## src/stbp_pkg.sv

```systemverilog
`default_nettype none
package stbp_pkg;
    localparam int MAX_ENTRIES_DEF  = 32;
    localparam int SEARCH_STEPS_DEF = 34;
    localparam int WEIGHT_W = 24;
    localparam int ALPHA_W  = 34;
    localparam int QUOT_W   = 32;
    localparam int SUM_W    = 40;
    localparam int DIVD_W   = ALPHA_W + 8;
    localparam logic [ALPHA_W-1:0] BOUND_TOP = ALPHA_W'(64'd1000 << 24);
    localparam logic [SUM_W-1:0]   TARGET    = SUM_W'(64'd2 << 16);
    localparam logic [SUM_W-1:0]   SUM_MAX   = {SUM_W{1'b1}};

    // datapath commands issued by the controller
    typedef struct packed {
        logic start_run;   // reset bounds
        logic set_mid;     // latch midpoint
        logic sel_upper;   // divide by upper bound instead of midpoint
        logic clr_sum;     // clear accumulator
        logic div_start;   // launch one division
        logic acc_add;     // add soft value to the accumulator
        logic save_mid;    // copy accumulator to mid_sum
        logic save_upper;  // copy accumulator to upper_sum
        logic update;      // move one bound
    } stbp_cmd_t;

    typedef struct packed {
        logic div_done;
        logic mid_hit;
    } stbp_stat_t;
endpackage
`default_nettype wire

```

## src/stbp_datapath.sv

```systemverilog
`default_nettype none
module stbp_datapath
    import stbp_pkg::*;
#(
    parameter int MAX_ENTRIES = MAX_ENTRIES_DEF,
    localparam int IDX_W = (MAX_ENTRIES > 1) ? $clog2(MAX_ENTRIES) : 1
) (
    input  wire logic                aclk,
    input  wire logic                aresetn,
    input  wire stbp_cmd_t           cmd,
    input  wire logic [WEIGHT_W-1:0] threshold,
    input  wire logic                wr_en,
    input  wire logic [IDX_W-1:0]    wr_idx,
    input  wire logic [WEIGHT_W-1:0] wr_data,
    input  wire logic [IDX_W-1:0]    rd_idx,
    output stbp_stat_t               stat,
    output logic [QUOT_W-1:0]        soft_half
);
    localparam int CNT_W = $clog2(DIVD_W + 1);

    logic [WEIGHT_W-1:0] mem [MAX_ENTRIES];
    logic [WEIGHT_W-1:0] rd_data_reg;
    logic [ALPHA_W-1:0]  lower_reg, upper_reg, mid_reg;
    logic [SUM_W-1:0]    acc_reg, mid_sum_reg, upper_sum_reg;
    logic [DIVD_W-1:0]   quo_reg;
    logic [WEIGHT_W:0]   rem_reg;
    logic [CNT_W-1:0]    cnt_reg;
    logic                busy_reg, done_reg;
    logic [WEIGHT_W:0]   rem_sh;
    logic [WEIGHT_W:0]   rem_sub;
    logic [QUOT_W-1:0]   quo_sat, soft_val;
    logic [SUM_W:0]      acc_sum;
    logic [ALPHA_W:0]    bound_sum;
    logic                mid_lo, mid_hi, up_lo, up_hi;

    // weight memory, registered read
    always_ff @(posedge aclk) begin
        if (wr_en) begin
            mem[wr_idx] <= wr_data;
        end
        rd_data_reg <= mem[rd_idx];
    end

    // one restoring step of (alpha << 8) / weight
    assign rem_sh  = {rem_reg[WEIGHT_W-1:0], quo_reg[DIVD_W-1]};
    assign rem_sub = rem_sh - {1'b0, rd_data_reg};

    always_ff @(posedge aclk) begin
        if (!aresetn) begin
            busy_reg <= 1'b0;
            done_reg <= 1'b0;
        end else begin
            done_reg <= 1'b0;
            if (cmd.div_start) begin
                busy_reg <= 1'b1;
            end else if (busy_reg && cnt_reg == CNT_W'(1)) begin
                busy_reg <= 1'b0;
                done_reg <= 1'b1;
            end
        end
        if (cmd.div_start) begin
            quo_reg <= {(cmd.sel_upper ? upper_reg : mid_reg), 8'd0};
            rem_reg <= '0;
            cnt_reg <= CNT_W'(DIVD_W);
        end else if (busy_reg) begin
            cnt_reg <= cnt_reg - CNT_W'(1);
            if (!rem_sub[WEIGHT_W]) begin
                rem_reg <= rem_sub;
                quo_reg <= {quo_reg[DIVD_W-2:0], 1'b1};
            end else begin
                rem_reg <= rem_sh;
                quo_reg <= {quo_reg[DIVD_W-2:0], 1'b0};
            end
        end
    end

    // saturate quotient; zero weight saturates
    assign quo_sat = (rd_data_reg == '0 || quo_reg[DIVD_W-1:QUOT_W] != '0)
                   ? {QUOT_W{1'b1}} : quo_reg[QUOT_W-1:0];
    assign soft_val = (quo_sat > QUOT_W'(threshold)) ? quo_sat - QUOT_W'(threshold) : '0;
    assign soft_half = soft_val >> 1;
    assign acc_sum = {1'b0, acc_reg} + (SUM_W+1)'(soft_val);
    assign bound_sum = {1'b0, lower_reg} + {1'b0, upper_reg};

    assign mid_lo = mid_sum_reg < TARGET;
    assign mid_hi = mid_sum_reg > TARGET;
    assign up_lo  = upper_sum_reg < TARGET;
    assign up_hi  = upper_sum_reg > TARGET;

    // search registers
    always_ff @(posedge aclk) begin
        if (!aresetn) begin
            lower_reg     <= '0;
            upper_reg     <= BOUND_TOP;
            mid_reg       <= '0;
            acc_reg       <= '0;
            mid_sum_reg   <= '0;
            upper_sum_reg <= '0;
        end else begin
            if (cmd.start_run) begin
                lower_reg     <= '0;
                upper_reg     <= BOUND_TOP;
                mid_reg       <= '0;
                mid_sum_reg   <= '0;
                upper_sum_reg <= '0;
            end
            if (cmd.set_mid) begin
                mid_reg <= bound_sum[ALPHA_W:1];
            end
            if (cmd.clr_sum) begin
                acc_reg <= '0;
            end else if (cmd.acc_add) begin
                acc_reg <= acc_sum[SUM_W] ? SUM_MAX : acc_sum[SUM_W-1:0];
            end
            if (cmd.save_mid) begin
                mid_sum_reg <= acc_reg;
            end
            if (cmd.save_upper) begin
                upper_sum_reg <= acc_reg;
            end
            if (cmd.update) begin
                if ((mid_lo && up_hi) || (mid_hi && up_lo)) begin
                    lower_reg <= mid_reg;
                end else begin
                    upper_reg <= mid_reg;
                end
            end
        end
    end

    assign stat.div_done = done_reg;
    assign stat.mid_hit  = (mid_sum_reg == TARGET);
endmodule
`default_nettype wire

```

## src/stbp_ctrl.sv

```systemverilog
`default_nettype none
module stbp_ctrl
    import stbp_pkg::*;
#(
    parameter int MAX_ENTRIES  = MAX_ENTRIES_DEF,
    parameter int SEARCH_STEPS = SEARCH_STEPS_DEF,
    localparam int IDX_W  = (MAX_ENTRIES > 1) ? $clog2(MAX_ENTRIES) : 1,
    localparam int CNT_W  = $clog2(MAX_ENTRIES + 1),
    localparam int STEP_W = $clog2(SEARCH_STEPS + 1)
) (
    input  wire logic              aclk,
    input  wire logic              aresetn,
    input  wire logic              s_valid,
    output logic                   s_ready,
    input  wire logic              s_last_weight,
    output logic                   m_valid,
    input  wire logic              m_ready,
    output logic [IDX_W-1:0]       m_index,
    output logic                   m_last,
    output logic                   out_load,
    output logic                   wr_en,
    output logic [IDX_W-1:0]       wr_idx,
    output logic [IDX_W-1:0]       rd_idx,
    output stbp_cmd_t              cmd,
    input  wire stbp_stat_t        stat
);
    typedef enum logic [3:0] {
        ST_LOAD, ST_STEP, ST_READ, ST_DIV, ST_WAIT, ST_SUMEND, ST_CHECK,
        ST_UPDATE, ST_OREAD, ST_ODIV, ST_OWAIT, ST_OEMIT
    } state_t;

    state_t             state_reg;
    logic [CNT_W-1:0]   count_reg;
    logic [IDX_W-1:0]   idx_reg;
    logic [STEP_W-1:0]  step_reg;
    logic               pass_reg;   // 0: midpoint pass, 1: upper pass
    logic               mvalid_reg, mlast_reg;
    logic [IDX_W-1:0]   mindex_reg;
    logic               accept, full, idx_last, out_free;

    assign s_ready  = (state_reg == ST_LOAD);
    assign accept   = s_valid && s_ready;
    assign full     = (count_reg == CNT_W'(MAX_ENTRIES));
    assign wr_en    = accept && !full;
    assign wr_idx   = count_reg[IDX_W-1:0];
    assign rd_idx   = idx_reg;
    assign idx_last = ({1'b0, idx_reg} == (IDX_W+1)'(count_reg - CNT_W'(1)));
    assign out_free = !mvalid_reg || m_ready;
    assign m_valid  = mvalid_reg;
    assign m_index  = mindex_reg;
    assign m_last   = mlast_reg;
    assign out_load = (state_reg == ST_OEMIT) && out_free;

    // command decode
    always_comb begin
        cmd = '0;
        cmd.sel_upper = pass_reg;
        unique case (state_reg)
            ST_LOAD:   cmd.start_run = accept && s_last_weight;
            ST_STEP:   begin cmd.set_mid = !pass_reg; cmd.clr_sum = 1'b1; end
            ST_DIV:    cmd.div_start = 1'b1;
            ST_WAIT:   cmd.acc_add = stat.div_done;
            ST_SUMEND: begin cmd.save_mid = !pass_reg; cmd.save_upper = pass_reg; end
            ST_UPDATE: cmd.update = 1'b1;
            ST_ODIV:   cmd.div_start = 1'b1;
            default:   ;
        endcase
    end

    // sequence the search and the result pass
    always_ff @(posedge aclk) begin
        if (!aresetn) begin
            state_reg  <= ST_LOAD;
            count_reg  <= '0;
            idx_reg    <= '0;
            step_reg   <= '0;
            pass_reg   <= 1'b0;
            mvalid_reg <= 1'b0;
            mlast_reg  <= 1'b0;
            mindex_reg <= '0;
        end else begin
            if (mvalid_reg && m_ready) begin
                mvalid_reg <= 1'b0;
            end
            unique case (state_reg)
                ST_LOAD: begin
                    if (accept) begin
                        if (!full) count_reg <= count_reg + CNT_W'(1);
                        if (s_last_weight) begin
                            step_reg  <= '0;
                            pass_reg  <= 1'b0;
                            state_reg <= ST_STEP;
                        end
                    end
                end
                ST_STEP: begin
                    idx_reg   <= '0;
                    state_reg <= ST_READ;
                end
                ST_READ:   state_reg <= ST_DIV;
                ST_DIV:    state_reg <= ST_WAIT;
                ST_WAIT: begin
                    if (stat.div_done) begin
                        if (idx_last) begin
                            state_reg <= ST_SUMEND;
                        end else begin
                            idx_reg   <= idx_reg + IDX_W'(1);
                            state_reg <= ST_READ;
                        end
                    end
                end
                ST_SUMEND: state_reg <= pass_reg ? ST_UPDATE : ST_CHECK;
                ST_CHECK: begin
                    if (stat.mid_hit) begin
                        idx_reg   <= '0;
                        state_reg <= ST_OREAD;
                    end else begin
                        pass_reg  <= 1'b1;
                        state_reg <= ST_STEP;
                    end
                end
                ST_UPDATE: begin
                    pass_reg <= 1'b0;
                    if (step_reg == STEP_W'(SEARCH_STEPS - 1)) begin
                        idx_reg   <= '0;
                        state_reg <= ST_OREAD;
                    end else begin
                        step_reg  <= step_reg + STEP_W'(1);
                        state_reg <= ST_STEP;
                    end
                end
                ST_OREAD:  state_reg <= ST_ODIV;
                ST_ODIV:   state_reg <= ST_OWAIT;
                ST_OWAIT:  if (stat.div_done) state_reg <= ST_OEMIT;
                ST_OEMIT: begin
                    if (out_free) begin
                        mvalid_reg <= 1'b1;
                        mindex_reg <= idx_reg;
                        mlast_reg  <= idx_last;
                        if (idx_last) begin
                            count_reg <= '0;
                            state_reg <= ST_LOAD;
                        end else begin
                            idx_reg   <= idx_reg + IDX_W'(1);
                            state_reg <= ST_OREAD;
                        end
                    end
                end
                default: state_reg <= ST_LOAD;
            endcase
        end
    end
endmodule
`default_nettype wire

```

## src/soft_threshold_bisection_projection.sv

```systemverilog
// Search: a set of N weights is searched in up to 2*SEARCH_STEPS passes of
//   N divisions each (42-step restoring divider); then each of the N results
//   takes one more division and may wait on an output stall.
// Throughput: one weight per cycle while loading; a new set is taken once the
//   last result of the previous run sits in the output register.
// Reset: synchronous active-low aresetn clears control, bounds, sums and threshold.
`default_nettype none
module soft_threshold_bisection_projection
    import stbp_pkg::*;
#(
    parameter int MAX_ENTRIES  = MAX_ENTRIES_DEF,
    parameter int SEARCH_STEPS = SEARCH_STEPS_DEF
) (
    input  wire logic                aclk,
    input  wire logic                aresetn,
    input  wire logic                cfg_we,
    input  wire logic [WEIGHT_W-1:0] cfg_wdata,
    input  wire logic                s_valid,
    output logic                     s_ready,
    input  wire logic [WEIGHT_W-1:0] s_weight,
    input  wire logic                s_last_weight,
    output logic                     m_valid,
    input  wire logic                m_ready,
    output logic [QUOT_W-1:0]        m_projected_value,
    output logic [4:0]               m_entry_index,
    output logic                     m_last_result
);
    localparam int IDX_W = (MAX_ENTRIES > 1) ? $clog2(MAX_ENTRIES) : 1;

    logic [WEIGHT_W-1:0] thr_reg;
    logic [QUOT_W-1:0]   value_reg;
    logic [QUOT_W-1:0]   soft_half;
    logic [IDX_W-1:0]    m_index, wr_idx, rd_idx;
    logic                wr_en, out_load;
    stbp_cmd_t           cmd;
    stbp_stat_t          stat;

    // hold the threshold register
    always_ff @(posedge aclk) begin
        if (!aresetn) begin
            thr_reg <= '0;
        end else if (cfg_we) begin
            thr_reg <= cfg_wdata;
        end
    end

    // capture result value
    always_ff @(posedge aclk) begin
        if (out_load) begin
            value_reg <= soft_half;
        end
    end

    stbp_ctrl #(.MAX_ENTRIES(MAX_ENTRIES), .SEARCH_STEPS(SEARCH_STEPS)) u_ctrl (
        .aclk, .aresetn, .s_valid, .s_ready, .s_last_weight,
        .m_valid, .m_ready, .m_index, .m_last(m_last_result), .out_load,
        .wr_en, .wr_idx, .rd_idx, .cmd, .stat
    );

    stbp_datapath #(.MAX_ENTRIES(MAX_ENTRIES)) u_dp (
        .aclk, .aresetn, .cmd, .threshold(thr_reg), .wr_en, .wr_idx,
        .wr_data(s_weight), .rd_idx, .stat, .soft_half
    );

    assign m_projected_value = value_reg;
    assign m_entry_index     = 5'(m_index);

    // hold a stalled result transaction unchanged
    assert property (@(posedge aclk) disable iff (!aresetn)
        m_valid && !m_ready |=> m_valid && $stable(m_projected_value)
            && $stable(m_entry_index) && $stable(m_last_result))
        else $error("result changed while stalled");
    // a division never completes in back-to-back cycles
    assert property (@(posedge aclk) disable iff (!aresetn) stat.div_done |=> !stat.div_done)
        else $error("divider done twice");
    // a bound update never coincides with a load
    assert property (@(posedge aclk) disable iff (!aresetn) cmd.update |-> !s_ready)
        else $error("update while loading");
endmodule
`default_nettype wire

```

## config.mk

```make
export PLATFORM = sky130hd
export DESIGN_NAME = soft_threshold_bisection_projection
export DESIGN_NICKNAME = d
export VERILOG_FILES = /design/src/stbp_pkg.sv /design/src/stbp_datapath.sv /design/src/stbp_ctrl.sv /design/src/soft_threshold_bisection_projection.sv
export SDC_FILE = /design/constraint.sdc
export NUM_CORES = 2
export LEC_CHECK = 0
export ABC_AREA = 1
export BUFFER_PORTS_ARGS = -buffer_cell sky130_fd_sc_hd__buf_2
export CAP_MARGIN = 10
export CORE_UTILIZATION = 55
export CTS_CLUSTER_SIZE = 12
export DETAILED_ROUTE_END_ITERATION = 7
export PLACE_DENSITY = 0.72
export SLEW_MARGIN = 40
export SYNTH_ARGS = -nofsm -noshare
export SYNTH_HDL_FRONTEND = slang
export SYNTH_SLANG_ARGS = --single-unit
```

## constraint.sdc

```tcl
create_clock -name aclk -period 12.2 [get_ports aclk]
set_input_delay 1.22 -clock aclk [delete_from_list [all_inputs] [get_ports aclk]]
set_output_delay 1.22 -clock aclk [all_outputs]
set_load 0.005 [all_outputs]
```

==> flow_summary_export.csv <==
group,metric,value,unit
placement,post-dp-hpwl,98.43,mm
critical_path,critical_path.startpoint,"u_dp.quo_reg[38]",
critical_path,critPathCaptureType,"flip-flop",
critical_path,worst_reg2reg_path_length_in_cells,31,
clock_network,cts_made_buffers,118,
sta,totalNegativeSetupSlack,0,ns
finish,multiInputGateArea,20010,um^2
finish,largest_reg_flops,768,
global_routing,grt_antenna_before_repair,13,
synth,synth_edf_count,833,
drt,route.vias.total,43420,
synth,synthesized_instance_count,6077,
drt,detail_route.vias_per_cell,5.818,
pwr,power.density_cell_area,140.8,nW/um^2
finish,nets,6261,
finish,regArea,31810,um^2
synth,muxShareOfSynthArea,0,%
global_routing,grt_usage,29.86,%
placement,globalplace.congestion,0.9769,
clock_network,clk_lat_worst_skew,0.72,ns
synth,synth_fa_ha_area_share,2.921,%
drt,final_routed_drc_violation_total,0,
clock_network,cts_num_sinks,1172,
critical_path,critical_path_arrival,6.56,ns
placement,pre_cts_ws,6.236,ns
finish,fillCellCount,8363,
pwr,total_leakage_power,23.34,nW
synth,synth_top_area_share,45.13,%
outcome,outcome,"complete, no violations",
synth,synth-compound-area-share,13.24,%
sta,final.setup.worst_slack,6.192,ns
synth,seq_area_frac_synth,57.38,%
synth,synth_simple_gate_area_share,18.54,%
die,placeableCoreArea,100000,um^2
synth,yosysMostFrequentCell,"nand2_1",
drt,route.antenna.remaining_nets,0,
sta,setup_viol,0,
clock_network,cts-root-buf,"clkbuf_16",
global_routing,largest_net_degree_at_the_start_of_global_routing,188,
clock_network,cts.path.max_buffers,3,
drt,postRouteWirelength,154.0,mm
die,rows,116,
sta,fmax,166.5,MHz
clock_network,h-tree-depth,3,
die,start_util,55.43,%
synth,netlist_top_cells_area,"edfxtp_1, dfxtp_1, nand2_1, nor2_1, o21ai_0",
worst_hold_path,path_category_of_the_worst_min_delay_check,"flip-flop to flip-flop",
critical_path,critical_path.max_stage_delay,0.55,ns
synth,synth-async-reset-ratio,0,%
synth,ys.flop_type,"edfxtp_1",
synth,yosys_warnings,0,
synth,synth_top_cells_by_count,"nand2_1, edfxtp_1, nor2_1",
sta,finalCriticalPeriod,6.008,ns
global_routing,gr-total-overflow,0,
finish,areaGrowthSynthToFinish,9.858,%
drt,detail_route.iter0.violations,4488,
sta,max-slew-margin-rel,35.92,%
synth,syn-mean-instance-area,9.121,um^2
clock_network,postCtsSetupBuffers,0,
drt,drt-wirelength-per-cell,20.64,um
sta,final.period_utilization,49.24,%
pwr,worst_ir_drop_vdd,0.1389,mV
critical_path,crit_path_frequent_cell,"nand2_1",
die,die_w,319.5,um
critical_path,worstPathRequired,12.75,ns
sta,finClkSkew,0.05689,ns
sta,worst_pin_slew,0.9613,ns
critical_path,critPathMaxFanout,32,
global_routing,grt_first_pass_wirelength,236.1,mm
critical_path,worstSetupPathDepth,31,
finish,layout-drive-gt1-share,7.679,%
drt,detail_route.first_pass.iterations,5,
synth,largest_family_of_logic_cells_by_synthesized_area,"simple AND/OR/NAND/NOR gates",
placement,io_buf_count,92,
worst_hold_path,timing.hold.worst_path_depth,2,
clock_network,cts_repair_resize_count,0,
critical_path,worstSetupPathType,"flip-flop to flip-flop",
critical_path,worst_path_dominant_cell_family,"simple AND/OR/NAND/NOR gates",
die,vert_die_dim,319.5,um
run,cap_violations,0,
critical_path,cp_num_buf_inv,3,
synth,synth.distinct_cells,53,
synth,synth_fp_nets,6258,
worst_hold_path,hold_path_startpoint,"u_dp.mid_reg[31]",
clock_network,cts_tree,"done",
critical_path,worst_path_max_delay_cell,"nand3_2",
sta,final-max-slew-violation-count,0,
synth,synth_top_area_cell,"edfxtp_1",
sta,final_hold_viol_count,0,
die,pin_count,94,
global_routing,first_global_vias,41110,
sta,finalHoldWorstSlack,0.4706,ns
finish,finalCoreUtilization,60.89,%
synth,syn_area,55430,um^2
die,floorplan.die_area,102000,um^2
clock_network,clk_pin_slew_worst_paths,0.06,ns
critical_path,startpoint_type,"flip-flop",
critical_path,timing.rr.start,"u_dp.quo_reg[38]",
sta,rsz_0062_raised_after_global_routing,"false",
synth,yosys.area_share.xor_xnor,0.9007,%
clock_network,post_cts_hold_buffer_count,0,
synth,count_of_state_elements_after_synthesis,1172,
-- worst reg2reg max path: cells and delay by family, from the launching register on --
kind	cells	cell delay, ns
AND/OR/NAND/NOR	22	3.20
AO/OA/AOI/OAI	3	0.43
buffers and inverters	3	0.66
adder cells (fa/ha/maj)	3	1.16
flip-flops	1	0.40
-- worst paths after layout --
check	slack, ns	endpoint
worst max register to register	6.19	u_dp.acc_reg[3]
worst min-delay path	0.47	u_dp.mid_reg[31]
worst min register to register	0.47	u_dp.mid_reg[31]
worst max-delay path	6.19	u_dp.acc_reg[3]
-- power breakdown --
part	total (mW)	switching [mW]	internal (mW)
clock network	3.35	1.51	1.84
logic	0.850	0.607	0.243
registers	4.37	0.0350	4.34
-- logic make-up (layout without fill, tap and decap cells) --
kind of cell | Yosys count | after routing
adder cells (fa/ha/maj) | 127 | 127
XOR/XNOR | 57 | 57
other | 1 | 5
flip-flops | 1172 | 1172
AO/OA/AOI/OAI | 1264 | 1264
AND/OR/NAND/NOR | 2481 | 2481
buffers and inverters | 975 | 1058
-- area by class of cell --
cell class,instances,share of cell area (%)
clock buffer,173,5.304
timing repair buffer,169,2.188
clock inverter,27,0.4171
inverter,689,4.293
sequential,1172,52.25
multi-input combinational,3930,32.87
tap,1298,2.667
antenna,4,0.01644
-- placed cells by master, fill, tap and decap left out, drive strengths merged, types with 2 or more instances in the layout --
cell type  instances
dfxtp            339
nor2             842
xnor2             28
ha               123
nand2           1156
clkinv            26
o21a               9
and2               5
nor4               7
a22oi              2
nand3            327
fa                 4
edfxtp           833
or2               23
o221ai            70
o22ai            211
a21o               3
a21oi            267
xor2              29
clkbuf           174
o21ai            594
inv              688
diode              4
a21boi            34
nand4             71
buf              168
o21bai            42
a31oi              3
o211ai            26
nand3b            11
nor3              37
-- layer usage --
| metal | wire length, um | track usage, % | up-vias |
|---|---|---|---|
| met2 | 72170 | 49.08 | 1789 |
| met4 | 6670 | 12.59 | 4 |
| met1 | 62720 | 39.69 | 20630 |
| li1 | - | - | 20640 |
| met3 | 12440 | 4.249 | 357 |
| met5 | 23 | 0 | - |
-- through the flow --
stage | total power, mW | cells | area, um^2
finish | 8.573 | 7462 | 60890
global route | 8.853 | 7459 | 60880
CTS | 8.593 | 7456 | 60830
detailed placement | 5.291 | 7256 | 57340
global placement | 5.264 | 7239 | 56950
floorplan | 5.015 | 6077 | 55430
(Power assumes the default switching activity.)
